--- src/design/dtip_pkg.sv ---
// Shared types and character constants for the decimal text parser.
// Used by every module of the parser; depends on nothing else.
package dtip_pkg;

    localparam int MAG_W = 31;
    localparam int VAL_W = 32;

    localparam logic [7:0] CHAR_PLUS  = 8'h2B;
    localparam logic [7:0] CHAR_MINUS = 8'h2D;
    localparam logic [7:0] CHAR_ZERO  = 8'h30;
    localparam logic [7:0] CHAR_NINE  = 8'h39;

    typedef struct packed {
        logic [7:0] char_code;
        logic       is_last;
    } t_char_req;

    typedef struct packed {
        logic signed [VAL_W-1:0] parsed_value;
        logic                    ok;
    } t_result;

endpackage

--- src/design/dtip_in_stage.sv ---
// Input register of the parser: holds one character request until it is processed.
// Depends on dtip_pkg.
module dtip_in_stage (
    input  logic               i_clk,
    input  logic               i_rst_n,
    input  logic               i_valid,
    input  dtip_pkg::t_char_req i_req,
    output logic               o_stall,
    input  logic               i_fire,
    output logic               o_valid,
    output dtip_pkg::t_char_req o_req
);
    import dtip_pkg::*;

    logic      r_valid;
    logic      n_valid;
    t_char_req r_req;
    logic      accept;

    assign o_stall = r_valid && !i_fire;
    assign accept  = i_valid && !o_stall;
    assign n_valid = accept || (r_valid && !i_fire);

    always_ff @(posedge i_clk) begin
        if (!i_rst_n) begin
            r_valid <= 1'b0;
        end else begin
            r_valid <= n_valid;
        end
    end

    always_ff @(posedge i_clk) begin
        if (accept) begin
            r_req <= i_req;
        end
    end

    assign o_valid = r_valid;
    assign o_req   = r_req;

endmodule

--- src/design/dtip_core.sv ---
// Parse state and the per-character update: sign, digit accumulate, error tracking.
// Depends on dtip_pkg.
module dtip_core (
    input  logic                i_clk,
    input  logic                i_rst_n,
    input  logic                i_fire,
    input  dtip_pkg::t_char_req i_req,
    output dtip_pkg::t_result   o_result
);
    import dtip_pkg::*;

    logic [MAG_W-1:0] r_mag;
    logic             r_neg;
    logic             r_first;
    logic             r_seen;
    logic             r_err;

    logic [MAG_W-1:0] n_mag;
    logic             n_neg;
    logic             n_seen;
    logic             n_err;

    logic             is_sign;
    logic             is_digit;
    logic [3:0]       digit;
    logic [7:0]       char_off;
    logic [MAG_W+3:0] product;
    logic             ok;
    logic [VAL_W-1:0] mag_ext;

    always_comb begin
        is_sign  = r_first && ((i_req.char_code == CHAR_PLUS) ||
                               (i_req.char_code == CHAR_MINUS));
        is_digit = i_req.char_code inside {[CHAR_ZERO:CHAR_NINE]};
        char_off = i_req.char_code - CHAR_ZERO;
        digit    = char_off[3:0];
        product  = {1'b0, r_mag, 3'b000} + {3'b000, r_mag, 1'b0} +
                   {{MAG_W{1'b0}}, digit};

        n_mag  = r_mag;
        n_neg  = r_neg;
        n_seen = r_seen;
        n_err  = r_err;
        if (is_sign) begin
            n_neg = (i_req.char_code == CHAR_MINUS);
        end else if (is_digit) begin
            n_seen = 1'b1;
            if (product[MAG_W+3:MAG_W] != 4'd0) begin
                n_err = 1'b1;
            end else begin
                n_mag = product[MAG_W-1:0];
            end
        end else begin
            n_err = 1'b1;
        end
    end

    always_comb begin
        ok      = n_seen && !n_err;
        mag_ext = {1'b0, n_mag};
        o_result.ok = ok;
        if (!ok) begin
            o_result.parsed_value = '0;
        end else if (n_neg) begin
            o_result.parsed_value = -mag_ext;
        end else begin
            o_result.parsed_value = mag_ext;
        end
    end

    always_ff @(posedge i_clk) begin
        if (!i_rst_n) begin
            r_mag   <= '0;
            r_neg   <= 1'b0;
            r_first <= 1'b1;
            r_seen  <= 1'b0;
            r_err   <= 1'b0;
        end else if (i_fire) begin
            if (i_req.is_last) begin
                r_mag   <= '0;
                r_neg   <= 1'b0;
                r_first <= 1'b1;
                r_seen  <= 1'b0;
                r_err   <= 1'b0;
            end else begin
                r_mag   <= n_mag;
                r_neg   <= n_neg;
                r_first <= 1'b0;
                r_seen  <= n_seen;
                r_err   <= n_err;
            end
        end
    end

endmodule

--- src/design/dtip_out_stage.sv ---
// Result register of the parser: holds one finished result until it is taken.
// Depends on dtip_pkg.
module dtip_out_stage (
    input  logic              i_clk,
    input  logic              i_rst_n,
    input  logic              i_load,
    input  dtip_pkg::t_result i_result,
    output logic              o_free,
    output logic              o_valid,
    input  logic              i_stall,
    output dtip_pkg::t_result o_result
);
    import dtip_pkg::*;

    logic    r_valid;
    logic    n_valid;
    t_result r_result;

    assign o_free  = !r_valid || !i_stall;
    assign n_valid = i_load || (r_valid && i_stall);

    always_ff @(posedge i_clk) begin
        if (!i_rst_n) begin
            r_valid <= 1'b0;
        end else begin
            r_valid <= n_valid;
        end
    end

    always_ff @(posedge i_clk) begin
        if (i_load) begin
            r_result <= i_result;
        end
    end

    assign o_valid  = r_valid;
    assign o_result = r_result;

endmodule

--- src/design/decimal_text_to_int_parser.sv ---
// Signed decimal text to 32-bit integer parser, one character per request.
// The last character is registered in dtip_in_stage, its result in dtip_out_stage.
// One character per cycle (one accumulate step each) unless a held result stalls input.
// Reset is synchronous and active low; it clears all parse state and both valid flags.
// Depends on dtip_pkg, dtip_in_stage, dtip_core and dtip_out_stage.
module decimal_text_to_int_parser (
    input  logic                           i_clk,
    input  logic                           i_rst_n,
    input  logic                           i_in_valid,
    output logic                           o_in_stall,
    input  logic [7:0]                     i_char_code,
    input  logic                           i_is_last,
    output logic                           o_out_valid,
    input  logic                           i_out_stall,
    output logic signed [dtip_pkg::VAL_W-1:0] o_parsed_value,
    output logic                           o_ok
);
    import dtip_pkg::*;

    t_char_req in_req;
    t_char_req cur_req;
    t_result   core_result;
    t_result   out_result;
    logic      cur_valid;
    logic      out_free;
    logic      fire;
    logic      load;

    assign in_req.char_code = i_char_code;
    assign in_req.is_last   = i_is_last;

    assign fire = cur_valid && (!cur_req.is_last || out_free);
    assign load = fire && cur_req.is_last;

    dtip_in_stage u_in (
        .i_clk   (i_clk),
        .i_rst_n (i_rst_n),
        .i_valid (i_in_valid),
        .i_req   (in_req),
        .o_stall (o_in_stall),
        .i_fire  (fire),
        .o_valid (cur_valid),
        .o_req   (cur_req)
    );

    dtip_core u_core (
        .i_clk    (i_clk),
        .i_rst_n  (i_rst_n),
        .i_fire   (fire),
        .i_req    (cur_req),
        .o_result (core_result)
    );

    dtip_out_stage u_out (
        .i_clk    (i_clk),
        .i_rst_n  (i_rst_n),
        .i_load   (load),
        .i_result (core_result),
        .o_free   (out_free),
        .o_valid  (o_out_valid),
        .i_stall  (i_out_stall),
        .o_result (out_result)
    );

    assign o_parsed_value = out_result.parsed_value;
    assign o_ok           = out_result.ok;

`ifndef SYNTHESIS
    a_err_zero: assert property (@(posedge i_clk) disable iff (!i_rst_n)
        (o_out_valid && !o_ok) |-> (o_parsed_value == '0))
        else $error("failed result carries a nonzero value");

    a_no_min_int: assert property (@(posedge i_clk) disable iff (!i_rst_n)
        (o_out_valid && o_ok) |-> (o_parsed_value != {1'b1, {(VAL_W-1){1'b0}}}))
        else $error("accepted result equals the most negative integer");

    a_stall_cause: assert property (@(posedge i_clk) disable iff (!i_rst_n)
        o_in_stall |-> (o_out_valid && i_out_stall && cur_req.is_last))
        else $error("input stalled without a blocked result");

    a_load_after_last: assert property (@(posedge i_clk) disable iff (!i_rst_n)
        load |=> o_out_valid)
        else $error("finished string did not produce a result");
`endif

endmodule

--- config.mk ---
export PLATFORM = sky130hd
export DESIGN_NAME = decimal_text_to_int_parser
export DESIGN_NICKNAME = d
export VERILOG_FILES = /design/src/design/dtip_pkg.sv /design/src/design/dtip_in_stage.sv /design/src/design/dtip_core.sv /design/src/design/dtip_out_stage.sv /design/src/design/decimal_text_to_int_parser.sv
export SDC_FILE = /design/constraint.sdc
export NUM_CORES = 1
export LEC_CHECK = 0
export ABC_AREA = 0
export BUFFER_PORTS_ARGS = -buffer_cell sky130_fd_sc_hd__buf_4
export CORE_UTILIZATION = 55
export DETAILED_ROUTE_END_ITERATION = 8
export GPL_TIMING_DRIVEN = 0
export PLACE_DENSITY = 0.74
export SYNTH_ARGS = -nofsm -noshare
export SYNTH_HDL_FRONTEND = slang
export SYNTH_SLANG_ARGS = --single-unit
--- constraint.sdc ---
create_clock -name i_clk -period 5.9 [get_ports i_clk]
set_clock_uncertainty 0.1 [all_clocks]
set_input_delay 0.885 -clock i_clk [delete_from_list [all_inputs] [get_ports i_clk]]
set_output_delay 0.885 -clock i_clk [all_outputs]
set_load 0.02 [all_outputs]
# Yosys cells after proc, flatten, opt, wreduce, memory -nomap -nowiden
# Index checks and enable logic that the tools add are counted.
# totals
register_bits	79
latchBits	0
ramBits	0
rom_bits	0
inputBits	13
out_inout_bits	35
elab_cells	56
memories	0
# op_classes
addsub	4
n_mul	0
div_mod_pow	0
n_lt_le_gt_ge	2
n_eq_ne	2
n_shift	0
mux	15
bitwise_logic	0
n_reduce_logical	21
# op_table
cell	count
31-bit 2-to-1 mux	5
34-bit by 32-bit adder with 35-bit output	1
35-bit by 4-bit adder with 35-bit output	1
31-bit negation with 32-bit output	1
8-bit by 6-bit == test with 1-bit output (second input constant)	2
1-bit 2-to-1 mux	10
8-bit by 6-bit >= comparator with 1-bit output (second input constant)	1
8-bit by 6-bit <= comparator with 1-bit output (second input constant)	1
1-bit logical AND	8
1-bit logical NOT	6
1-bit logical OR	5
4-bit nonzero test	1
4-bit by 1-bit subtractor with 4-bit output (second input constant)	1
2-bit AND reduction	1

# Depth between registers and ports, before layout
# depth
ltp_word	9
depth_mapped	25

# By module
# Synthesis repeated with hierarchy kept, for this count alone.
# hier_totals
hier_cells	832
hier_area_um2	6998.0
# modules_own_cells
mod	n_inst	cells_each	area_each_um2
dtip_core	1	779	5635.4
dtip_out_stage	1	37	1026.0
dtip_in_stage	1	13	317.8
decimal_text_to_int_parser	1	3	18.8

# Least setup slack after synthesis
# No wires, ideal clock.
# synth_path
kind	flip-flop to flip-flop
start	register u_core.r_mag[2]
end	register u_out.r_result (netlist bit u_out.o_result[29]) (data pin)
arrival_ns	4.906
t_required_ns	5.543
path_slack_ns	0.637
stages_incl_launch_ff	24
n_path_buf	3
period_less_slack_ns	5.263
path_cell_list	dfxtp_1 inv_1 fa_1 fa_1 nand2b_1 a21oi_1 o2111a_2 a21oi_1 o31ai_1 o22ai_1 or2_1 buf_6 buf_6 buf_6 mux2i_2 ha_1 nand2_1 nor3_1 nand2_1 or2_2 o32ai_1 a21oi_1 xor2_1 nor2_1
# synth_between
elab_chain_cells	8
elab_cells_between_ends	13
# synth_rtl
item	line_no	text
start, declared	dtip_core.sv:12	logic [MAG_W-1:0] r_mag;
start signal, assigned	dtip_core.sv:86	r_mag <= n_mag;
34-bit by 32-bit adder with 35-bit output	dtip_core.sv:37	product = {1'b0, r_mag, 3'b000} + {3'b000, r_mag, 1'b0} +
35-bit by 4-bit adder with 35-bit output	dtip_core.sv:37	
4-bit nonzero test	dtip_core.sv:48	if (product[MAG_W+3:MAG_W] != 4'd0) begin
31-bit 2-to-1 mux or 1-bit 2-to-1 mux (tied branches)	dtip_core.sv:48	
31-bit 2-to-1 mux or 1-bit 2-to-1 mux (tied branches)	dtip_core.sv:46	end else if (is_digit) begin
31-bit 2-to-1 mux or 1-bit 2-to-1 mux (tied branches)	dtip_core.sv:44	if (is_sign) begin
31-bit negation with 32-bit output or 1-bit logical NOT (tied branches)	dtip_core.sv:65, dtip_core.sv:59	
31-bit 2-to-1 mux or 1-bit logical AND (tied branches)	dtip_core.sv:64, dtip_core.sv:59	
end signal, assigned	dtip_out_stage.sv:32	r_result <= i_result;
end, declared	dtip_out_stage.sv:17	t_result r_result;
# Parallel ways exist; a longest one is shown, timed or not.
# A chain may end at the register's enable or synchronous reset.

# Worst setup path in the final report
# layout_path
start	register u_core.r_mag[6]
end	register u_out.r_result (netlist bit u_out.o_result[29]) (data pin)
# Same word-level chain as after synthesis.

==> metrics.md <==
| Metric | Value |
|---|---|
| Placer Congestion | 0.9724 |
| Critical Path Start | u_core.r_mag[6]$_SDFFE_PN0P_ |
| CTS max path bufs | 2 |
| FF-to-FF Start | u_core.r_mag[6]$_SDFFE_PN0P_ |
| CTS root buffer | clkbuf_16 |
| Largest cells by area after synthesis | edfxtp_1 (18%), ha_1 (11%), dfxtp_1 (11%), nor2_1 (4.9%), xor2_1 (4.2%) |
| RSZ-0062 raised after global routing | no |
| #FFs+latches synth | 79 |
| Status | completed |
| Max Cap Viol | 0 |
| CP max stage cell | dfxtp_1 |
| Hold Path Origin | u_core.r_first$_SDFFE_PN1P_ |
| GRT overflow | 0 |
| Fin area | 7971 sq um |
| Peak per-stage delay on the critical path | 540 ps |
| Core ar. | 12160 sq um |
| Commonest non-fill, non-tap cell in the layout | nor2_1 |
| Seq/Total Area, Yosys | 28.80% |
| Worst r2r dst | u_out.o_result[29]$_SDFFCE_PN0P_ |
| Tmin final | 5718 ps |
| WL final | 20900 um |
| TritonRoute pass-1 iters | 5 |
| Worst Hold Class | register to register |
| Port-buffer cells | 47 |
| Most frequent cells in the layout | nor2_1 (91), nand2_1 (66), ha_1 (62) |
| Total Nets Final | 955 |
| Yosys warnings | 0 |
| Post-place setup slack | -777.7 ps |
| Hold_buf cts | 0 |
| Syn Inst Count | 815 |
| R2R Setup Slk | 180 ps |
| Syn nets | 893 |
| Leading area contributor after synthesis | edfxtp_1 |
| DRT iter0 DRCs | 600 |
| Initial antenna violation count | 0 |
| R2R depth | 21 |
| Slew margin rel. | 16.06% |
| HPWL Detailed | 16170 um |
| Antenna diodes | 0 |
| Placed cell area | 7513 sq um |
| Mean Syn Cell Area | 8.528 sq um |
| Htree depth | 3 |
| Post-synth cell types | 71 |
| Die width | 114.4 um |
| Crit path DAT | 5710 ps |
| Synth async-reset ratio | 0% |
| Final worst setup slack | 182.0 ps |
| Mapped cell area | 6950 sq um |
| Fmax | 174.9 MHz |
| ANT nets after route | 0 |
| Transition time of the tightest slew-check pin | 1258 ps |
| Cts bufs inserted | 9 |
| Clk_lat worst skew | 350 ps |
| CP Launch Type | register |
| Layout cells sized above 1 | 14.29% |
| Post-synth EDFFs | 42 |
| Largest net degree at the start of global routing | 34 |
| Area delta synth->final | 14.69% |
| Rows | 40 |
| Critical Path RT | 5900 ps |
| Critical path class | register to register |
| Leakage | 3.415 nW |
| Power per cell area | 155.2 nW/um^2 |
| Final hold vios | 0 |
| Starting density of the core | 57.15% |
| Clk slew on worst S/H paths | 60 ps |
| Setup crit end kind | register |
| GRT Util Overall | 32.96% |
| Synth Flop Type | edfxtp_1 |
| DRC | 0 |
| Final Cycle Share | 96.92% |
| Vias in the first global route | 6351 |
| Setup crit end | u_out.o_result[29]$_SDFFCE_PN0P_ |
| # IOs | 48 |
| Vias | 6673 |
| Die area | 13090 sq um |
| CP Max Fanout | 10 |
| Die span in y | 114.4 um |
| VDD IR-drop max | 0.0001454 V |
| Share of Yosys cell area claimed by the top area cell type | 18.15% |
| Vias/cell | 6.355 |
| Final setup vio count | 0 |
| Clock sinks | 79 |
| Worst path cell trace | ha_1 > ha_1 > a21o_1 > or2_1 > o2111a_2 > a21o_1 > a2111oi_4 > o22ai_4 > or2_1 > buf_6 > clkbuf_4 > mux2i_4 > ha_4 > nand2_1 > nor3_2 > nand2_1 > or2_2 > o32ai_2 > a21oi_1 > xor2_1 > nor2_1 |
| WL/cell | 19.90 um |
| First-pass GRT wire length | 33120 um |
| CTS tree | built |
| Pins Over Slew Limit | 0 |
==> logic make-up (layout without fill, tap and decap cells) <==
kind of cell    after synthesis  in the layout  share of synthesized area [%]
flops                        79             79                          28.80
fa+ha+maj                    65             65                          11.92
simple gates                293            293                          20.68
buf+inv                      59            126                          4.104
mux                          26             26                          3.960
xor+xnor                     57             57                          7.183
compound gates              236            236                          23.35
==> metal layers <==
metal	vias up	track usage, %	share of wire, %
met5	-	0	0
met4	0	11.43	3.0
met3	48	4.606	7.3
met2	290	54.02	46
met1	3185	44.50	44
li1	3150	-	-
==> state kept, by name (all words and copies together), names as in the netlist <==
signal / flops
u_core.r_err: 1
u_core.r_first: 1
u_core.r_mag: 31
u_core.r_neg: 1
u_core.r_seen: 1
u_in.o_req: 9
u_in.o_valid: 1
u_out.o_result: 33
u_out.o_valid: 1
==> worst min-delay path by stage <==
stage	endpoint	slack [ps]	cells past startpoint
global placement	u_core.r_first$_SDFFE_PN1P_	340	1
global route	u_core.r_first$_SDFFE_PN1P_	380	1
detailed placement	u_core.r_first$_SDFFE_PN1P_	360	1
floorplan	u_core.r_first$_SDFFE_PN1P_	330	1
CTS	u_core.r_first$_SDFFE_PN1P_	370	1
finish	u_core.r_first$_SDFFE_PN1P_	370	1
==> metrics by stage <==
step	util, %	total power, mW	instances	TNS, ps	hold slack, ps
floorplan	-	0.6487	815	0	326.4
global placement	61.78	0.6806	1030	-2971	342.9
detailed placement	61.78	0.6817	1030	-3956	358.8
CTS	64.99	1.235	1049	0	372.8
global route	65.55	1.266	1050	0	382.0
finish	65.55	1.238	1050	0	371.9
==> cell usage after synthesis, types with 6 or more instances <==
cell type  number
buf_6           7
nand2_1        68
xnor2_1        24
nor2_1         91
a211oi_1        8
and2_1         20
mux2i_1        21
a22oi_1        18
o31ai_1         7
xor2_1         33
or3_1          12
inv_1          23
nor2b_1        19
edfxtp_1       42
a31oi_1         9
clkbuf_1       19
buf_2           9
ha_1           63
nand4_1        14
nand3_1        12
nor3_1         21
o21ai_0        54
o21a_1          6
a21oi_1        57
a211oi_2        8
dfxtp_1        37
a21o_1         16
==> what timing repair did <==
| action | CTS | global route |
|---|---|---|
| gates resized for setup | 15 | 10 |
| pin swaps | 3 | 2 |
| setup endpoints to repair | 11 | 4 |
| gates cloned | 0 | 0 |
| buffers inserted | 3 | 2 |
==> critical path, delay by kind of cell (launching register included) <==
| family | cells | cell delay [ps] |
|---|---|---|
| buffers and inverters | 2 | 370 |
| AND/OR/NAND/NOR | 7 | 1230 |
| AO/OA/AOI/OAI | 7 | 1810 |
| adder cells (fa/ha/maj) | 3 | 940 |
| flip-flops | 1 | 540 |
| multiplexers | 1 | 270 |
| XOR/XNOR | 1 | 160 |
==> cell type report <==
class	count	area, sq um
buffer	35	190.2
multi-input combinational	677	4790
inverter	23	86.33
clock buffer	11	242.7
fill	1051	4190
timing repair buffer	52	390.4
clock inverter	5	57.56
tap	168	210.2
sequential	79	2004
==> report_power, final <==
part | switching [mW] | internal [mW] | total, mW
logic | 0.0497 | 0.0287 | 0.0785
registers | 0.00609 | 0.588 | 0.594
clock network | 0.226 | 0.339 | 0.565
total | 0.281 | 0.956 | 1.24
Power figures use the tool's default switching activity.
